## src/design/vvau_pkg.sv

```systemverilog
// Shared types, constants and saturating arithmetic helpers for the Verlet axis update.
`timescale 1ns / 1ps

package vvau_pkg;

   localparam int DATA_WIDTH = 32;
   localparam int FRAC_BITS  = 16;

   localparam int TS_W       = 20;
   localparam int SCALE_W    = 18;
   localparam int LIM_W      = 21;
   localparam int DTM_W      = 24;
   localparam int COEF_W     = 32;
   localparam int RAWCOEF_W  = TS_W + DTM_W;
   localparam int PROD_W     = DATA_WIDTH + COEF_W + 1;

   localparam int CSR_IDX_W  = 3;
   localparam int CSR_DATA_W = 21;

   localparam int QUEUE_DEPTH = 4;

   localparam logic [CSR_IDX_W-1:0] CSR_TIME_STEP  = CSR_IDX_W'(0);
   localparam logic [CSR_IDX_W-1:0] CSR_VSCALE_X   = CSR_IDX_W'(1);
   localparam logic [CSR_IDX_W-1:0] CSR_VSCALE_Y   = CSR_IDX_W'(2);
   localparam logic [CSR_IDX_W-1:0] CSR_VSCALE_Z   = CSR_IDX_W'(3);
   localparam logic [CSR_IDX_W-1:0] CSR_MAX_OFFSET = CSR_IDX_W'(4);

   localparam logic       CMD_DRIFT = 1'b0;
   localparam logic       CMD_KICK  = 1'b1;
   localparam logic [1:0] AXIS_X    = 2'd0;
   localparam logic [1:0] AXIS_Y    = 2'd1;

   localparam logic [TS_W-1:0]    TIME_STEP_RESET  = TS_W'(0);
   localparam logic [SCALE_W-1:0] VSCALE_RESET     = SCALE_W'(65536);
   localparam logic [LIM_W-1:0]   MAX_OFFSET_RESET = LIM_W'(98304);

   typedef logic signed [DATA_WIDTH-1:0] word_type;
   typedef logic signed [PROD_W-1:0]     prod_type;

   localparam word_type WORD_MAX = word_type'({1'b0, {(DATA_WIDTH-1){1'b1}}});
   localparam word_type WORD_MIN = word_type'({1'b1, {(DATA_WIDTH-1){1'b0}}});

   typedef enum logic [1:0] {
      OP_PASS,
      OP_DRIFT,
      OP_KICK
   } op_type;

   typedef struct packed {
      op_type               op;
      word_type             position;
      word_type             velocity;
      word_type             force_in;
      word_type             force_new;
      word_type             force_sum;
      logic [DTM_W-1:0]     dt_over_mass;
      logic [TS_W-1:0]      time_step;
      logic [COEF_W-1:0]    drift_coef;
      logic [SCALE_W-1:0]   vel_scale;
      logic [LIM_W-1:0]     max_offset;
   } entry_type;

   function automatic word_type sat_add(input word_type a, input word_type b);
      logic [DATA_WIDTH:0] s;
      s = {a[DATA_WIDTH-1], a} + {b[DATA_WIDTH-1], b};
      if (s[DATA_WIDTH] != s[DATA_WIDTH-1]) begin
         return s[DATA_WIDTH] ? WORD_MIN : WORD_MAX;
      end
      return word_type'(s[DATA_WIDTH-1:0]);
   endfunction

   // Floor shift of a signed product, saturated to one word.
   function automatic word_type shift_sat(input prod_type p, input int unsigned sh);
      prod_type q;
      q = p >>> sh;
      if ((q[PROD_W-1:DATA_WIDTH-1] != '0) && (q[PROD_W-1:DATA_WIDTH-1] != '1)) begin
         return q[PROD_W-1] ? WORD_MIN : WORD_MAX;
      end
      return word_type'(q[DATA_WIDTH-1:0]);
   endfunction

endpackage

```

## src/design/vvau_front.sv

```systemverilog
// Front end: control registers, command classification and per-item coefficient prep.
`timescale 1ns / 1ps

module vvau_front (
   input  logic                                clock,
   input  logic                                reset,
   input  logic                                csr_we,
   input  logic [vvau_pkg::CSR_IDX_W-1:0]      csr_index,
   input  logic [vvau_pkg::CSR_DATA_W-1:0]     csr_wdata,
   input  logic                                req_cmd,
   input  logic                                req_movable,
   input  logic [1:0]                          req_axis,
   input  vvau_pkg::word_type                  req_position_in,
   input  vvau_pkg::word_type                  req_velocity_in,
   input  vvau_pkg::word_type                  req_force_in,
   input  vvau_pkg::word_type                  req_new_force,
   input  logic [vvau_pkg::DTM_W-1:0]          req_dt_over_mass,
   output vvau_pkg::entry_type                 entry
);

   logic [vvau_pkg::TS_W-1:0]      time_step_ff;
   logic [vvau_pkg::SCALE_W-1:0]   vscale_x_ff;
   logic [vvau_pkg::SCALE_W-1:0]   vscale_y_ff;
   logic [vvau_pkg::SCALE_W-1:0]   vscale_z_ff;
   logic [vvau_pkg::LIM_W-1:0]     max_offset_ff;

   logic [vvau_pkg::RAWCOEF_W-1:0] coef_raw;
   logic [vvau_pkg::RAWCOEF_W-1:0] coef_shifted;
   logic [vvau_pkg::COEF_W-1:0]    coef;
   logic [vvau_pkg::SCALE_W-1:0]   scale_sel;

   always_ff @(posedge clock) begin
      if (reset) begin
         time_step_ff  <= vvau_pkg::TIME_STEP_RESET;
         vscale_x_ff   <= vvau_pkg::VSCALE_RESET;
         vscale_y_ff   <= vvau_pkg::VSCALE_RESET;
         vscale_z_ff   <= vvau_pkg::VSCALE_RESET;
         max_offset_ff <= vvau_pkg::MAX_OFFSET_RESET;
      end else if (csr_we) begin
         unique case (csr_index)
            vvau_pkg::CSR_TIME_STEP:  time_step_ff  <= csr_wdata[vvau_pkg::TS_W-1:0];
            vvau_pkg::CSR_VSCALE_X:   vscale_x_ff   <= csr_wdata[vvau_pkg::SCALE_W-1:0];
            vvau_pkg::CSR_VSCALE_Y:   vscale_y_ff   <= csr_wdata[vvau_pkg::SCALE_W-1:0];
            vvau_pkg::CSR_VSCALE_Z:   vscale_z_ff   <= csr_wdata[vvau_pkg::SCALE_W-1:0];
            vvau_pkg::CSR_MAX_OFFSET: max_offset_ff <= csr_wdata[vvau_pkg::LIM_W-1:0];
            default: ;
         endcase
      end
   end

   // Drift coefficient dt * dt/m, back in Q format, clipped to 32 bits unsigned.
   always_comb begin
      coef_raw     = vvau_pkg::RAWCOEF_W'(time_step_ff) * vvau_pkg::RAWCOEF_W'(req_dt_over_mass);
      coef_shifted = coef_raw >> vvau_pkg::FRAC_BITS;
      if (coef_shifted[vvau_pkg::RAWCOEF_W-1:vvau_pkg::COEF_W] != '0) begin
         coef = '1;
      end else begin
         coef = coef_shifted[vvau_pkg::COEF_W-1:0];
      end
   end

   always_comb begin
      unique case (req_axis)
         vvau_pkg::AXIS_X: scale_sel = vscale_x_ff;
         vvau_pkg::AXIS_Y: scale_sel = vscale_y_ff;
         default:          scale_sel = vscale_z_ff;
      endcase
   end

   always_comb begin
      if (!req_movable) begin
         entry.op = vvau_pkg::OP_PASS;
      end else if (req_cmd == vvau_pkg::CMD_KICK) begin
         entry.op = vvau_pkg::OP_KICK;
      end else begin
         entry.op = vvau_pkg::OP_DRIFT;
      end
      entry.position     = req_position_in;
      entry.velocity     = req_velocity_in;
      entry.force_in     = req_force_in;
      entry.force_new    = req_new_force;
      entry.force_sum    = vvau_pkg::sat_add(req_force_in, req_new_force);
      entry.dt_over_mass = req_dt_over_mass;
      entry.time_step    = time_step_ff;
      entry.drift_coef   = coef;
      entry.vel_scale    = scale_sel;
      entry.max_offset   = max_offset_ff;
   end

endmodule

```

## config.mk

```make
export PLATFORM = sky130hd
export DESIGN_NAME = vvau_front
export DESIGN_NICKNAME = d
export VERILOG_FILES = /design/src/design/vvau_pkg.sv /design/src/design/vvau_front.sv
export SDC_FILE = /design/constraint.sdc
export NUM_CORES = 1
export LEC_CHECK = 0
export ABC_AREA = 1
export BUFFER_PORTS_ARGS = -buffer_cell sky130_fd_sc_hd__buf_2
export CAP_MARGIN = 20
export CORE_AREA = 5 5 237 239
export CTS_CLUSTER_SIZE = 14
export DETAILED_ROUTE_END_ITERATION = 7
export DIE_AREA = 0 0 242 244
export PLACE_DENSITY = 0.78
export SYNTH_ARGS = -nofsm -noshare
export SYNTH_HDL_FRONTEND = slang
export SYNTH_SLANG_ARGS = --single-unit
```

## constraint.sdc

```tcl
create_clock -name clock -period 16.5 [get_ports clock]
set_input_delay 4.125 -clock clock [delete_from_list [all_inputs] [get_ports clock]]
set_output_delay 4.125 -clock clock [all_outputs]
set_load 0.01 [all_outputs]
```

==> run metrics <==
Max-cap violations 0; clk slew on worst S/H paths 60 ps; residual DRC count 0; post-synthesis sequential area ratio 0.0795; Design Area, Final 25200 µm²; first-pass GRT wire length 112000 µm; cell taking the most area after synthesis fa_1; boundary pin count 460; Num CTS Buffers 9; setup ws final 2100 ps; placed cell count 4151; TritonCTS clock tree yes; Starting Density 0.446; largest family of logic cells by synthesized area adder cells; crit path DAT 10280 ps; synthesized area 23900 µm²; cts repair resizes 0; Avg Cell Area, Syn 7.03 µm²; Cell Pwr Density 46.5 nW/µm²; complex-gate fraction of the synthesized area 0.0659; Hold Violations, Final 0; top_reg_cell synth dfxtp_1; worst slack at placement 2230 ps; Critical Path Source Type primary input; Layout Cells excl Fill 4168; post-synth top area share 0.328; Root Driver clkbuf_16; CTS sink count 95; multi-input combinational cell area 17200 µm²; Cell Area, Placed 24900 µm²; Max Root-Sink Buffers 2; Clock H-tree levels 3; Port Buffers 327; post-synthesis mux area share 0; Final ANT Viol Nets 0; layout cells sized above 1 0.117; slowest stage delay, CP 530 ps; Cells after Synth 3400; unrepaired setup endpoints after global routing no; Worst Max-Slew Pin Slew 954 ps; Rows 85; drt first pass iters 6; routability cong. 0.975; Area growth, synth to finish 5.32%; Crit Path Max Fanout 21; Pleak 15.4 nW; GRT overflow 0; layout net count 4226; Clk Latency, worst-skew pair 340 ps; asr flop ratio synth 0; Final HPWL DP 55800 µm; Setup Skew 0 ps; Synth Area in Simple Gates 0.213; Yosys reg bits 95; WHS 457 ps; number of flops mapped to enable cells by yosys 0; initial antenna violation count 1; die height 244 µm; Core Box Area 53600 µm²; Tcrit/Tclk final 0.873; commonest non-fill, non-tap cell in the layout nand2_1; Ys Warns 0; vias in the first global route 21400; final core occ 0.470; Slew headroom 0.363; CP Data Required Time 12380 ps; postcts setup bufs 0; Min-Delay Path Class reg -> reg; final wirelength 69000 µm; via count 21000; vias per inst 5.04; FMAX 69.4 MHz; commonest cells after routing, fill and taps aside 885 x nand2_1, 819 x inv_1, 392 x fa_1; Die Area 59000 µm²; DR WL/cell 16.6 µm; largest net degree at the start of global routing 96; Setup violations, final 0; run status finished clean; total power 1.17 mW; Distinct cells, synth 44; cts hold-fix bufs 0; Area contributors post-synth fa_1 33%, nand2_1 14%, inv_1 13%; Synth Area in Adders 0.424; Worst setup EP type primary output; fin. max-slew vios 0; Die W 242 µm; critical path's slowest cell fa_1; Sum Neg Setup Slack 0 ps; sequential cell area 1900 µm²; Max rail drop VDD 0.0430 mV; fillers 5368; Setup CP Type in -> out; Synth Area in XOR/XNOR 0.0143; Starting DRT DRC Count 1545; all-layer global routing usage 0.231; Tmin final 14400 ps
## critical path: cells and delay by family
| family | cells | cell delay, ps |
|---|---|---|
| buffers and inverters | 9 | 1010 |
| adders and majority gates | 8 | 3800 |
| and+or+nand+nor | 7 | 660 |
| AOI/OAI and AO/OA | 3 | 680 |
## synth_stat cells, drive strengths merged (11+ instances only)
| cell type | number |
|---|---|
| ha | 184 |
| inv | 823 |
| o211ai | 17 |
| nand3 | 68 |
| buf | 164 |
| fa | 392 |
| nor2 | 277 |
| dfxtp | 95 |
| clkbuf | 134 |
| nor3 | 14 |
| a21oi | 101 |
| xor2 | 33 |
| o21ai | 134 |
| o21bai | 11 |
| nand2 | 901 |
## power breakdown
part           switching (mW)  internal (mW)
clock                  0.0837          0.124
sequential            0.00398          0.237
combinational           0.467          0.254
total                   0.555          0.616
## cells by family (layout without fill, tap and decap cells)
logic type / count (synthesis) / in the layout
and+or+nand+nor: 1282 / 1282
DFF: 95 / 95
adders and majority gates: 576 / 576
other: 1 / 5
buffers and inverters: 1124 / 1192
AOI/OAI and AO/OA: 283 / 283
xor gates and xnor gates: 39 / 39
## area by class of cell
class                           count  area share
Multi-Input combinational cell   2184       0.682
Inverter                          826       0.123
Sequential cell                    95      0.0755
Timing Repair Buffer              351      0.0729
Tap cell                          696      0.0346
Clock buffer                       11      0.0100
Clock inverter                      4     0.00179
Antenna cell                        1   0.0000994
## final timing paths
kind,cells past startpoint,slack [ps],from,endpoint
worst max-delay path,27,2100,req_dt_over_mass[9],entry[52]
worst min-delay path,2,460,vscale_z_ff[1]$_SDFFE_PP0P_,vscale_z_ff[1]$_SDFFE_PP0P_
worst max register to register,3,15490,time_step_ff[3]$_SDFFE_PP0P_,time_step_ff[3]$_SDFFE_PP0P_
worst min register to register,2,460,vscale_z_ff[1]$_SDFFE_PP0P_,vscale_z_ff[1]$_SDFFE_PP0P_
## flip-flops by register name (all words and copies together), names as in the netlist
| register | count |
|---|---|
| vscale_y_ff | 18 |
| time_step_ff | 20 |
| vscale_z_ff | 18 |
| max_offset_ff | 21 |
| vscale_x_ff | 18 |
## layer usage
metal	track usage	vias up	part of all wire
met5	0.00490	-	0.00071
li1	-	9866	-
met3	0.0642	110	0.11
met2	0.376	1051	0.45
met4	0.0547	4	0.025
met1	0.308	9982	0.41
Power figures use the tool's default switching activity.
