<file path="src/design/vvau_pkg.sv">
// Shared types, constants and saturating arithmetic helpers for the Verlet axis update.
`timescale 1ns / 1ps

package vvau_pkg;

   localparam int DATA_WIDTH = 32;
   localparam int FRAC_BITS  = 16;

   localparam int TS_W       = 20;
   localparam int SCALE_W    = 18;
   localparam int LIM_W      = 21;
   localparam int DTM_W      = 24;
   localparam int COEF_W     = 32;
   localparam int RAWCOEF_W  = TS_W + DTM_W;
   localparam int PROD_W     = DATA_WIDTH + COEF_W + 1;

   localparam int CSR_IDX_W  = 3;
   localparam int CSR_DATA_W = 21;

   localparam int QUEUE_DEPTH = 4;

   localparam logic [CSR_IDX_W-1:0] CSR_TIME_STEP  = CSR_IDX_W'(0);
   localparam logic [CSR_IDX_W-1:0] CSR_VSCALE_X   = CSR_IDX_W'(1);
   localparam logic [CSR_IDX_W-1:0] CSR_VSCALE_Y   = CSR_IDX_W'(2);
   localparam logic [CSR_IDX_W-1:0] CSR_VSCALE_Z   = CSR_IDX_W'(3);
   localparam logic [CSR_IDX_W-1:0] CSR_MAX_OFFSET = CSR_IDX_W'(4);

   localparam logic       CMD_DRIFT = 1'b0;
   localparam logic       CMD_KICK  = 1'b1;
   localparam logic [1:0] AXIS_X    = 2'd0;
   localparam logic [1:0] AXIS_Y    = 2'd1;

   localparam logic [TS_W-1:0]    TIME_STEP_RESET  = TS_W'(0);
   localparam logic [SCALE_W-1:0] VSCALE_RESET     = SCALE_W'(65536);
   localparam logic [LIM_W-1:0]   MAX_OFFSET_RESET = LIM_W'(98304);

   typedef logic signed [DATA_WIDTH-1:0] word_type;
   typedef logic signed [PROD_W-1:0]     prod_type;

   localparam word_type WORD_MAX = word_type'({1'b0, {(DATA_WIDTH-1){1'b1}}});
   localparam word_type WORD_MIN = word_type'({1'b1, {(DATA_WIDTH-1){1'b0}}});

   typedef enum logic [1:0] {
      OP_PASS,
      OP_DRIFT,
      OP_KICK
   } op_type;

   typedef struct packed {
      op_type               op;
      word_type             position;
      word_type             velocity;
      word_type             force_in;
      word_type             force_new;
      word_type             force_sum;
      logic [DTM_W-1:0]     dt_over_mass;
      logic [TS_W-1:0]      time_step;
      logic [COEF_W-1:0]    drift_coef;
      logic [SCALE_W-1:0]   vel_scale;
      logic [LIM_W-1:0]     max_offset;
   } entry_type;

   function automatic word_type sat_add(input word_type a, input word_type b);
      logic [DATA_WIDTH:0] s;
      s = {a[DATA_WIDTH-1], a} + {b[DATA_WIDTH-1], b};
      if (s[DATA_WIDTH] != s[DATA_WIDTH-1]) begin
         return s[DATA_WIDTH] ? WORD_MIN : WORD_MAX;
      end
      return word_type'(s[DATA_WIDTH-1:0]);
   endfunction

   // Floor shift of a signed product, saturated to one word.
   function automatic word_type shift_sat(input prod_type p, input int unsigned sh);
      prod_type q;
      q = p >>> sh;
      if ((q[PROD_W-1:DATA_WIDTH-1] != '0) && (q[PROD_W-1:DATA_WIDTH-1] != '1)) begin
         return q[PROD_W-1] ? WORD_MIN : WORD_MAX;
      end
      return word_type'(q[DATA_WIDTH-1:0]);
   endfunction

endpackage

</file>
<file path="src/design/vvau_queue.sv">
// Short FIFO of prepared beats between the front end and the arithmetic pipeline.
`timescale 1ns / 1ps

module vvau_queue #(
   parameter int DEPTH = vvau_pkg::QUEUE_DEPTH
) (
   input  logic                 clock,
   input  logic                 reset,
   input  logic                 push_valid,
   output logic                 push_ready,
   input  vvau_pkg::entry_type  push_entry,
   output logic                 pop_valid,
   input  logic                 pop,
   output vvau_pkg::entry_type  pop_entry
);

   localparam int PTR_W = (DEPTH > 1) ? $clog2(DEPTH) : 1;
   localparam int CNT_W = $clog2(DEPTH + 1);

   vvau_pkg::entry_type entries_ff [DEPTH];
   logic [PTR_W-1:0]    wr_ptr_ff, wr_ptr_in;
   logic [PTR_W-1:0]    rd_ptr_ff, rd_ptr_in;
   logic [CNT_W-1:0]    count_ff, count_in;
   logic                push;

   assign push_ready = (count_ff != CNT_W'(DEPTH));
   assign pop_valid  = (count_ff != '0);
   assign push       = push_valid && push_ready;
   assign pop_entry  = entries_ff[rd_ptr_ff];

   always_comb begin
      wr_ptr_in = wr_ptr_ff;
      rd_ptr_in = rd_ptr_ff;
      count_in  = count_ff;
      if (push) begin
         wr_ptr_in = (wr_ptr_ff == PTR_W'(DEPTH - 1)) ? '0 : wr_ptr_ff + PTR_W'(1);
      end
      if (pop) begin
         rd_ptr_in = (rd_ptr_ff == PTR_W'(DEPTH - 1)) ? '0 : rd_ptr_ff + PTR_W'(1);
      end
      if (push && !pop) begin
         count_in = count_ff + CNT_W'(1);
      end else if (pop && !push) begin
         count_in = count_ff - CNT_W'(1);
      end
   end

   always_ff @(posedge clock) begin
      if (reset) begin
         wr_ptr_ff <= '0;
         rd_ptr_ff <= '0;
         count_ff  <= '0;
      end else begin
         wr_ptr_ff <= wr_ptr_in;
         rd_ptr_ff <= rd_ptr_in;
         count_ff  <= count_in;
      end
   end

   always_ff @(posedge clock) begin
      if (push) begin
         entries_ff[wr_ptr_ff] <= push_entry;
      end
   end

`ifndef SYNTHESIS
   a_count_bound: assert property (@(posedge clock) disable iff (reset)
      count_ff <= CNT_W'(DEPTH))
      else $error("queue count beyond depth");

   a_pop_nonempty: assert property (@(posedge clock) disable iff (reset)
      pop |-> (count_ff != '0))
      else $error("pop from empty queue");

   a_count_up: assert property (@(posedge clock) disable iff (reset)
      (push && !pop) |=> (count_ff == $past(count_ff) + CNT_W'(1)))
      else $error("queue count did not advance on push");

   a_ptr_gap: assert property (@(posedge clock) disable iff (reset)
      ((count_ff == '0) || (count_ff == CNT_W'(DEPTH))) |-> (wr_ptr_ff == rd_ptr_ff))
      else $error("queue pointers disagree with count");
`endif

endmodule

</file>
<file path="config.mk">
export PLATFORM = sky130hd
export DESIGN_NAME = vvau_queue
export DESIGN_NICKNAME = d
export VERILOG_FILES = /design/src/design/vvau_pkg.sv /design/src/design/vvau_queue.sv
export SDC_FILE = /design/constraint.sdc
export NUM_CORES = 1
export LEC_CHECK = 0
export BUFFER_PORTS_ARGS = -buffer_cell sky130_fd_sc_hd__buf_2
export CAP_MARGIN = 20
export CORE_ASPECT_RATIO = 0.6
export CORE_MARGIN = 2
export CORE_UTILIZATION = 30
export DETAILED_ROUTE_END_ITERATION = 6
export PLACE_DENSITY = 0.51
export SKIP_LAST_GASP = 1
export SYNTH_ARGS = -nofsm -noshare
export SYNTH_HDL_FRONTEND = slang
export SYNTH_SLANG_ARGS = --single-unit
</file>
<file path="constraint.sdc">
create_clock -name clock -period 23.8 [get_ports clock]
set_input_delay 0 -clock clock [delete_from_list [all_inputs] [get_ports clock]]
set_output_delay 0 -clock clock [all_outputs]
set_load 0.03 [all_outputs]
</file>
==> results of run 1 <==
power by group:
part | internal, mW | switching, mW
Clock | 1.00 | 0.737
Sequential | 2.37 | 0.0372
Combinational | 0.258 | 0.492
state kept, by name, indices dropped and copies added, names as in the netlist, named ones only:
name / flops
wr_ptr_ff: 2
rd_ptr_ff: 2
count_ff: 3
entries_ff: 1108
per-layer routing:
metal  GRT usage [%]  vias up
met2           22.36      511
met5               0        -
met4           3.328        6
met3           3.789      139
met1           16.87    10560
li1                -     8641
metrics by stage:
stage               setup WS, ns  util (%)  hold slack [ns]  instance area [µm²]
floorplan                  15.78         -          0.09887                40750
CTS                        19.00     39.40       0.00007255                52960
finish                     19.35     39.44          0.07120                53010
global placement           19.59     33.89           0.2082                45560
global route               18.81     39.43          0.01831                53000
detailed placement         19.53     33.89           0.2167                45560
area by class of cell:
| type | count | area share (%) |
|---|---|---|
| Antenna cell | 8 | 0.03777 |
| Clock buffer | 129 | 5.327 |
| Clock inverter | 70 | 1.478 |
| Inverter | 4 | 0.02832 |
| Multi-Input combinational cell | 310 | 12.84 |
| Sequential cell | 1117 | 63.12 |
| Tap cell | 1802 | 4.253 |
| Timing Repair Buffer | 964 | 12.91 |
placed cells by master (no fill, tap or decap), types with 2 or more instances in the layout:
cell / synthesis / final
bufinv_16: 0 / 14
clkinvlp_4: 0 / 5
dlygate4sd3_1: 0 / 379
and3_4: 0 / 4
a21oi_1: 2 / 2
buf_4: 0 / 22
mux2i_1: 3 / 3
xor2_1: 2 / 2
nand2b_1: 2 / 2
mux4_1: 76 / 76
clkbuf_16: 0 / 110
clkinv_4: 0 / 5
nor2_1: 4 / 4
clkinv_1: 0 / 23
buf_2: 29 / 559
mux4_2: 201 / 201
clkbuf_1: 8 / 19
dfxtp_1: 9 / 7
ha_1: 6 / 6
inv_1: 4 / 4
or3_1: 2 / 2
buf_12: 0 / 3
clkinv_16: 0 / 2
clkinv_2: 0 / 18
edfxtp_1: 1108 / 1108
dfxtp_4: 0 / 2
diode_2: 0 / 8
worst max path at each step:
| stage | slack [ns] | to | from | cells past startpoint |
|---|---|---|---|---|
| global placement | 19.59 | entries_ff[1][134]$_DFFE_PP_ | count_ff[0]$_SDFFE_PP0P_ | 5 |
| floorplan | 15.78 | entries_ff[0][0]$_DFFE_PP_ | count_ff[0]$_SDFFE_PP0P_ | 3 |
| finish | 19.35 | pop_entry[220] | register | 5 |
| CTS | 19.00 | pop_entry[220] | register | 5 |
| global route | 18.81 | pop_entry[220] | register | 5 |
| detailed placement | 19.53 | entries_ff[1][134]$_DFFE_PP_ | count_ff[0]$_SDFFE_PP0P_ | 5 |
worst max-delay path, cell delays in order (launching register included):
cell     delay [ns]
dfxtp_4        0.46
buf_4          0.82
buf_4          0.81
buf_4          0.74
mux4_1         0.68
buf_2          0.20
cell families after synthesis:
family	synth area share (%)
simple gates	0.2456
xor+xnor	0.04300
compound gates	0.05527
fa+ha+maj	0.2334
flops	82.10
mux	16.08
buf+inv	1.241
==> results list, run 1 <==
- For this design the top-level I/O count stands at 560.
- Startpoint Class: register
* Full die area: 138,900 µm²
- In this run the static leakage power is 17.82 nW.
* Cell area power density: 92.27 nW/µm²
* Run status: finished clean
* Most common cell in the synthesized netlist: edfxtp_1
- Number of library cell types mapped by synthesis: 25
- Maximum vdd drop: 66.92 µV
- Destination of the worst register-to-register timing path: entries_ff[0][153]$_DFFE_PP_
- Summing all flip-flop and latch instances after layout gives 33,460 µm².
* Source-to-sink clock delay at the later pin of the worst-skew pair: 0.70 ns
- Filler cell count in the final layout: 12,040
- WL met3: 6067 µm
- Area share of the leading cell type in the synthesized netlist: 81.66%
* Wl on met1: 38,760 µm
* Die span in x: 479.8 µm
* Initial antenna violation count: 9
* Crit path required time: 23.80 ns
* NumNets Final: 2,792
* Core Rows: 104
- The congestion estimate from routability-driven global placement came to 0.7517.
- For this run the aggregate overflow at the end of global routing stands at 0.
- Half-perimeter wire length after detailed placement: 56,010 µm
* Number of DRC violations after detailed-routing iteration 0: 1,453
- Number of cell instances on the worst register-to-register path: 5
* Maximum number of buffers from clock root to sink: 3
* Tightest Hold Check Type: input pin to register
- Post-synthesis register bit count: 1,117
- The finished layout holds 4,404 standard cells, fillers aside.
* Largest net degree at the start of global routing: 125
- Adding up every negative setup slack in the final design gives 0 ns.
* Drt pass-1 iters: 5
* Total wirelength of the detailed-routed design: 94,060 µm
* Global-route usage over all layers: 13.26%
- Of the available clock period, the critical path in the final layout requires 18.72%.
- ANT nets after route: 0
* Hold-critical path endpoint: entries_ff[0][274]$_DFFE_PP_
* Average detailed-routed wire length per instance: 21.36 µm
- The first global-routing pass estimated 137,900 µm of wire.
- Yosys printed 0 warnings.
- Number of instances on the worst hold path: 2
- Root buffer selected by CTS: clkbuf_16
- Once the clock tree was built, the setup fixing pass inserted 0 buffers.
- Highest routed layer: met5
* Cell count after synthesis: 1,495
* Hold-fix buffer count after cts: 379
* Startpoint of the lowest-slack register-to-register path: count_ff[0]$_SDFFE_PP0P_
- Area used by multi-input combinational logic: 6809 µm²
* Max-slew violations: 0
* Critical setup path kind: register to primary output
- Number of placed instances, taps included: 3,817
- Average footprint of a synthesized cell: 27.26 µm²
* Setup skew after layout: 0.03752 ns
- Clock tree synthesis found a total of 1,117 sinks.
- Setup violations remaining at the end of the flow were counted as 0.
- RSZ-0062 raised after global routing: no
- Number of input and output port buffers inserted: 559
- Routed via count: 19,860
- The routed design could run at a clock period as short as 4.454 ns.
* Worst Tran Pin Value: 1.095 ns
- The H-tree generated during clock tree synthesis spans 3 levels.
- In this run, CTS created clock tree buffers numbering 107.
* Detail Route met2 WL: 47,160 µm
- Area contributors post-synth: edfxtp_1, mux4_2, mux4_1
- Compared with the post-synthesis result, the final layout area differs by 30.10%.
- Final Hold Vio Count: 0
- Max-Cap Viols: 0
- In the routed design, unresolved DRC markers number 0.
- Clock-pin transition on the worst setup and hold timing paths: 0.06 ns
* Number of synthesized flops with an enable pin: 1,108
* Crit-path max FO: 49
* Fraction of registers with async set or reset after synthesis: 0%
- Starting density of the core: 30.31%
- Vias in the first global route: 21,570
- After synthesis the cells add up to 40,750 µm².
* Startpoint of the most critical hold path: push_entry[274]
- The biggest area contributor in the post-synthesis netlist is edfxtp_1.
- Cells resized by post-CTS repair: 0
- Among all flip-flop cells after synthesis, the most frequent one is edfxtp_1.
* Area of the placeable core: 134,400 µm²
- Worst slew margin relative to its limit: 26.99%
* Sequential element share of the synthesized area: 82.10%
- Commonest cells post-synth: edfxtp_1, mux4_2, mux4_1
* Post-Syn Nets: 1,783
- Die H: 289.5 µm
- For this run, the top clock speed supported by timing is 224.5 MHz.
* Total Power: 4.891 mW
- After detailed routing, the number of vias per cell comes to 4.510.
- Critical Path End Type: primary output
- Fraction of final layout cells sized beyond drive strength 1: 36.62%
- For flop-to-flop paths, the worst setup slack is 19.72 ns.
- CTS tree: yes
- Data arrival at the endpoint of the critical path: 4.45 ns
Power figures use the tool's default switching activity.
==> run 2: changes to the inputs <==
==> constraint.sdc (replaced) <==
create_clock -name clock -period 4.3 [get_ports clock]
set_input_delay 0 -clock clock [delete_from_list [all_inputs] [get_ports clock]]
set_output_delay 0 -clock clock [all_outputs]
set_load 0.03 [all_outputs]
==> run 2 against run 1 <==
  * Register-to-register slack got worse by 18 ns
  * Critical path depth shrank 2
  * Hold slack barely moved
  * Via count shrank 0.59%
  * Largest power group unchanged
  * Sequential share of layout area shrank 0.26 points
==> results list, run 2 (synthesized netlist as in run 1, its figures left out) <==
* Top Usage Layer GRT: met2
- Ranked by flip-flop count, first place goes to entries_ff.
* Number of buffers inserted during clock tree synthesis: 106 (-0.93%)
- Crit-path max FO: 43 (-12%)
- # DRC: 0 (unchanged)
* RSZ-0062 raised after global routing: no
- The buffers inserted during post-CTS setup optimization came to 0 (unchanged).
- Net Sw Frac: 25.89% (about the same)
- Synthesis-to-layout area growth: 30.63%
- Global-route track usage on met3: 3.590% (-0.20 points)
- The power share of the clock group came to 35.1% (-0.4 points).
- The routability congestion estimate from global placement came to 0.7249 (-3.6%).
- Tightest Hold Check Type: input pin to register
- Max-Cap Viols: 0 (unchanged)
- Fraction of final layout cells sized beyond drive strength 1: 37.34% (+0.71 points)
* Max-slew violations: 0 (unchanged)
- Initial antenna violation count: 13 (+4)
- Minimum clock period: 2.988 ns
- Total wirelength of the detailed-routed design: 94,080 µm (about the same)
- The total of buffers placed on input and output ports came to 559 (unchanged).
- The worst setup path is launched from a register.
- The combinational fraction of design power was 15.7% (+0.4 points).
- The final setup violation count was 0 (unchanged).
- The met2 usage was 21.87% (-0.50 points).
- The areal power density over the cells came to 508.0 nW/µm² (+450%).
* Maximum vdd drop: 305.7 µV (+360%)
* CP max stage delay: 0.99 ns (+0.17 ns)
* Global-route usage over all layers: 13.21% (-0.049 points)
* Remaining global-route overflow: 0 (unchanged)
- The worst setup path is of the register to primary output kind.
- The largest registers in the layout are entries_ff x1108, count_ff x3.
- The maximum buffer depth of the clock tree is 3 (unchanged).
* Clock-pin transition on the worst setup and hold timing paths: 0.06 ns (about the same)
* Cell chain of the critical path: buf_12 -> mux4_1 -> buf_2
- The area enclosed by the die boundary was 138,900 µm² (unchanged).
- The remaining antenna violation count came to 0 (unchanged).
- The per-cell via count in the routed design came to 4.473 (-0.81%).
- The initial DRC count was 1,144 (-21%).
* Proportion of power drawn by flip-flops and latches: 49.2% (about the same)
- The switching component of the power was 7.000 mW (+450%).
* Number of primary I/O pins: 560 (unchanged)
- CTS tree: yes
- Share of the cycle needed by the critical path after routing: 69.49%
- The required time reported for the critical path endpoint is 4.30 ns (-19.50 ns).
* NumNets Final: 2,797 (+0.18%)
- Cell with the largest stage delay on the worst path: dfxtp_4
- The post-CTS resize count is 0 (unchanged).
- The worst path buffer plus inverter count is 2 (-2).
- Average detailed-routed wire length per instance: 21.31 µm (-0.20%)
- Drt pass-1 iters: 4 (-1)
* Internal Power: 20.04 mW (+450%)
- The number of H-tree levels is 3 (unchanged).
* Kind of cell adding the most delay to the critical path: flip-flops
* Static leakage: 17.92 nW (+0.56%)
- The cell sitting at the root of the clock tree is a clkbuf_16.
- Setup skew after layout: 0.03736 ns (-0.0001686 ns)
* GR Util met1: 17.28% (+0.40 points)
- The width of the die was 479.8 µm (unchanged).
* Core Rows: 104 (unchanged)
- Largest net degree at the start of global routing: 99 (-21%)
* Vias in the first global route: 21,320 (-1.2%)
- The count of hold buffers inserted by post-cts repair is 365 (-3.7%).
- The placeable core region came to 134,400 µm² (unchanged).
- The total power of the final layout was 27.04 mW (+450%).
- Starting density of the core: 30.31% (unchanged)
- Die H: 289.5 µm (unchanged)
- Timing would allow up to 334.7 MHz.
- The HPWL reported at the end of detailed placement is 57,110 µm (+2.0%).
- The number of flip-flops under the largest register name came to 1,108 (unchanged).
- The worst path arrival time came to 2.99 ns (-1.46 ns).
* Most frequent standard cell in the layout excluding fill and tap cells: edfxtp_1
- The run finished with clean final reports.
* Critical Path End Type: primary output
* Commonest cells after routing, fill and taps aside: edfxtp_1, buf_2, dlygate4sd3_1
* Source-to-sink clock delay at the later pin of the worst-skew pair: 0.70 ns (about the same)
- Final hold slack: 0.07111 ns (-0.00009020 ns)
- The number of sinks driven by the clock tree was 1,117 (unchanged).
- Worst Tran Pin Value: 1.000 ns (-0.09513 ns)
* Final Hold Vio Count: 0 (unchanged)
* First-pass GRT wire length: 137,800 µm (about the same)
* Routed via count: 19,740 (-0.59%)
- The worst max-slew margin expressed relative to the limit is 33.33% (+6.3 points).
==> run 2: path summary, 6_finish.rpt <==
path | start | end | slack [ns] | cells past startpoint
hold reg to reg | rd_ptr_ff[0]$_SDFFE_PP0P_ | register | 0.54 | 2
hold / removal | push_entry[266] | entries_ff[2][266]$_DFFE_PP_ | 0.07 | 2
setup reg to reg | count_ff[0]$_SDFFE_PP0P_ | count_ff[2]$_SDFFE_PP0P_ | 1.55 | 9
setup / recovery | register | pop_entry[60] | 1.31 | 3
==> run 2: per-layer routing <==
layer | up-vias | share of wire [%]
li1 | 8660 | -
met1 | 10490 | 43
met2 | 427 | 49
met3 | 149 | 6.0
met4 | 14 | 2.0
met5 | - | 0.095
==> run 2: stage by stage <==
step                setup TNS, ns  worst slack, ns  utilization, %  instance area, µm²  instances
global placement                0            1.684           34.20               45970       3837
finish                          0            1.312           39.60               53230       4414
detailed placement              0            1.844           34.22               46000       3838
floorplan                 -562.98          -0.5081               -               40750       1495
global route                    0            1.076           39.58               53200       4404
CTS                             0            1.123           39.57               53190       4400
==> run 2: area by class of cell <==
cell class / instances / area, µm²
fill: 12040 / 81190
sequential: 1117 / 33460
timing repair buffer: 970 / 7117
multi-input combinational: 310 / 6809
clock buffer: 123 / 2716
tap: 1802 / 2255
clock inverter: 74 / 819.5
antenna: 14 / 35.03
inverter: 4 / 15.01
==> run 2: power groups by stage <==
stage | combinational [mW] | clock, mW | sequential, mW
finish | 4.24 | 9.50 | 13.3
global route | 4.51 | 10.2 | 13.4
CTS | 4.36 | 9.82 | 13.3
detailed placement | 4.05 | 0 | 13.5
global placement | 4.01 | 0 | 13.5
floorplan | 2.56 | 0 | 13.6
==> run 3: changes to the inputs <==
--- a/config.mk
+++ b/config.mk
@@ -11,7 +11,7 @@
 export CORE_MARGIN = 2
 export CORE_UTILIZATION = 30
 export DETAILED_ROUTE_END_ITERATION = 6
-export PLACE_DENSITY = 0.51
+export PLACE_DENSITY = 0.53
 export SKIP_LAST_GASP = 1
 export SYNTH_ARGS = -nofsm -noshare
 export SYNTH_HDL_FRONTEND = slang
==> constraint.sdc (replaced) <==
create_clock -name clock -period 2.4 [get_ports clock]
set_input_delay 0 -clock clock [delete_from_list [all_inputs] [get_ports clock]]
set_output_delay 0 -clock clock [all_outputs]
set_load 0.03 [all_outputs]
==> run 3 against run 2 <==
  * Sequential cell count unchanged
  * Sequential power increased by 79%
  * Clock skew decreased by 0.011 ns
  * Clock-buffer cell count increased by 11
  * Critical path type unchanged
  * Critical endpoint is now pop_entry[176]
  * Largest cell class unchanged
  * Largest power group unchanged
==> results list, run 3 (synthesized netlist as in run 1, its figures left out) <==
* Final Core Density: 41.10% (+1.5 points)
- Tightest Hold Check Type: input pin to register
* ANT nets after route: 0 (unchanged)
- The total negative slack for setup checks was 0 ns (unchanged).
- Top Registers: entries_ff x1108, count_ff x3
- The switching component of the power came to 12.88 mW (+84%).
* Full die area: 138,900 µm² (unchanged)
* Area of the placeable core: 134,400 µm² (unchanged)
- The number of H-tree levels is 3 (unchanged).
- The clock edge transition at the registers on the reported setup and hold paths came to 0.07 ns (about the same).
- Minimum clock period: 2.390 ns
* Final Hold Vio Count: 0 (unchanged)
* Placer's final routability congestion estimate: 0.7476 (+3.1%)
- Die H: 289.5 µm (unchanged)
- Of the available clock period, the critical path in the final layout requires 99.60%.
- The internal power consumption was 36.17 mW (+80%).
- The fraction of layout instances using a drive strength above 1 came to 40.35% (+3.0 points).
- The critical path is of the register to primary output type.
* Filler cell count in the final layout: 11,810 (-1.9%)
- Crit path required time: 2.40 ns (-1.90 ns)
- The worst vdd rail ir drop is 625.3 µV (+100%).
* Source-to-sink clock delay at the later pin of the worst-skew pair: 0.70 ns (about the same)
- The worst setup path is launched from a register.
- Maximum number of buffers from clock root to sink: 3 (unchanged)
* Static leakage: 18.73 nW (+4.5%)
- RSZ-0062 raised after global routing: yes
- Half-perimeter wire length after detailed placement: 60,070 µm (+5.2%)
* Synthesis-to-layout area growth: 35.58%
- The remaining global-route overflow came to 0 (unchanged).
* Combinational share of power: 17.8% (+2.1 points)
- Number of DRC violations after detailed-routing iteration 0: 1,200 (+4.9%)
- The starting density of the core is 30.31% (unchanged).
* Average detailed-routed wire length per instance: 22.06 µm (+3.5%)
- Die span in x: 479.8 µm (unchanged)
- Initial antenna violation count: 10 (-3)
- The final setup violation count was 0 (unchanged).
- Drt pass-1 iters: 5 (+1)
* Net Sw Frac: 26.27% (+0.38 points)
* Number of cell instances on the worst register-to-register path: 6 (-3)
* Vias in the first global route: 21,670 (+1.7%)
* First-pass GRT wire length: 141,300 µm (+2.5%)
* CTS tree: yes
* Root buffer selected by CTS: clkbuf_16
- Number of buffers inserted during clock tree synthesis: 106 (unchanged)
- Data arrival at the endpoint of the critical path: 2.39 ns (-0.60 ns)
- The final-stage net count was 2,899 (+3.6%).
- Sinks on Clock Net: 1,117 (unchanged)
* # DRC: 0 (unchanged)
* Number of input and output port buffers inserted: 559 (unchanged)
- The worst max-slew margin expressed relative to the limit came to 63.92% (+31 points).
* Critical Path End Type: primary output
- Peak Freq: 418.4 MHz
* Number of primary I/O pins: 560 (unchanged)
- The per-cell via count in the routed design was 4.506 (+0.74%).
- The flow ran to the end, and the final reports show no timing, DRC or antenna violations.
- The power share of the clock group was 33.7% (-1.4 points).
- Crit-path max FO: 6 (-86%)
- The number of max-cap violations was 0 (unchanged).
* Most frequent standard cell in the layout excluding fill and tap cells: edfxtp_1
* Global-route usage over all layers: 13.68% (+0.47 points)
* Cell area power density: 887.9 nW/µm² (+75%)
- The slew of the pin with the lowest slew margin is 0.5412 ns (-0.4588 ns).
- Commonest cells after routing, fill and taps aside: edfxtp_1, buf_2, dlygate4sd3_1
- Number of instances on the worst hold path: 2 (unchanged)
- Total wirelength of the detailed-routed design: 99,510 µm (+5.8%)
* Setup skew after layout: 0.02685 ns (-0.01051 ns)
- The pin count of the biggest net entering global routing is 77 (-22%).
- The detailed-route via count is 20,330 (+3.0%).
- Number of flip-flops under the largest register name: 1,108 (unchanged)
- Core Rows: 104 (unchanged)
- The relative contribution of sequential cells to total power came to 48.5% (-0.7 points).
- Largest Register: entries_ff
- The final max-slew violation count came to 0 (unchanged).
## run 3: worst paths after layout
kind / from / end / slack (ns)
hold / removal: push_entry[91] / entries_ff[2][91]$_DFFE_PP_ / 0.06
hold reg to reg: count_ff[2]$_SDFFE_PP0P_ / count_ff[2]$_SDFFE_PP0P_ / 0.51
setup / recovery: register / pop_entry[176] / 0.01
setup reg to reg: count_ff[2]$_SDFFE_PP0P_ / count_ff[0]$_SDFFE_PP0P_ / 0.20
## run 3: timing repair
| item | in CTS | in global routing |
|---|---|---|
| buffers inserted | 19 | 9 |
| hold endpoints to repair | 1166 | 0 |
| resized for setup | 149 | 217 |
| hold buffers | 375 | 0 |
| setup endpoints to repair | 261 | 179 |
| cloned | 12 | 9 |
## run 3: routing by layer
layer	wire length, µm	vias up	track usage [%]
met4	2227	6	3.904
met1	42580	10790	17.94
met5	35	-	0
met2	48150	541	22.30
li1	-	8852	-
met3	6511	141	3.844
## run 3: final cells by class
cell class / instances / area, µm² / share of cell area (%)
Clock inverter: 62 / 615.6 / 1.114
Timing Repair Buffer: 1072 / 9383 / 16.98
Inverter: 4 / 15.01 / 0.02718
Sequential cell: 1117 / 33460 / 60.57
Clock buffer: 134 / 2800 / 5.069
Antenna cell: 10 / 25.02 / 0.04530
Tap cell: 1802 / 2255 / 4.081
Multi-Input combinational cell: 310 / 6688 / 12.11
## run 3: critical path, cell delays in order (launching register included)
cell and delay, ns:
dfxtp_4 0.40, buf_12 0.15, buf_16 0.16, buf_4 0.15, buf_16 0.13, mux4_2 0.50
buf_4 0.18
## run 3: power groups by stage
stage / Combinational (mW) / Sequential (mW) / Clock, mW
2_1_floorplan: 4.60 / 24.2 / 0
3_3_place_gp: 7.40 / 24.1 / 0
3_5_place_dp: 7.47 / 24.2 / 0
4_1_cts: 8.53 / 23.8 / 17.1
5_1_grt: 9.20 / 23.9 / 17.8
6_report: 8.73 / 23.8 / 16.5
## run 3: stage by stage
stage | hold WS (ns) | power, mW | area (µm²) | worst slack [ns] | std cells
after floorplan | 0.09887 | 28.79 | 40780 | -0.6918 | 1495
after global placement | 0.2080 | 31.50 | 46530 | 0.2714 | 3886
after detailed placement | 0.2176 | 31.69 | 46530 | 0.2971 | 3886
after CTS | 0.0001101 | 49.46 | 54670 | -0.1600 | 4488
after global routing | 0.004607 | 50.96 | 55230 | -0.1255 | 4507
final | 0.06438 | 49.05 | 55240 | 0.009673 | 4511
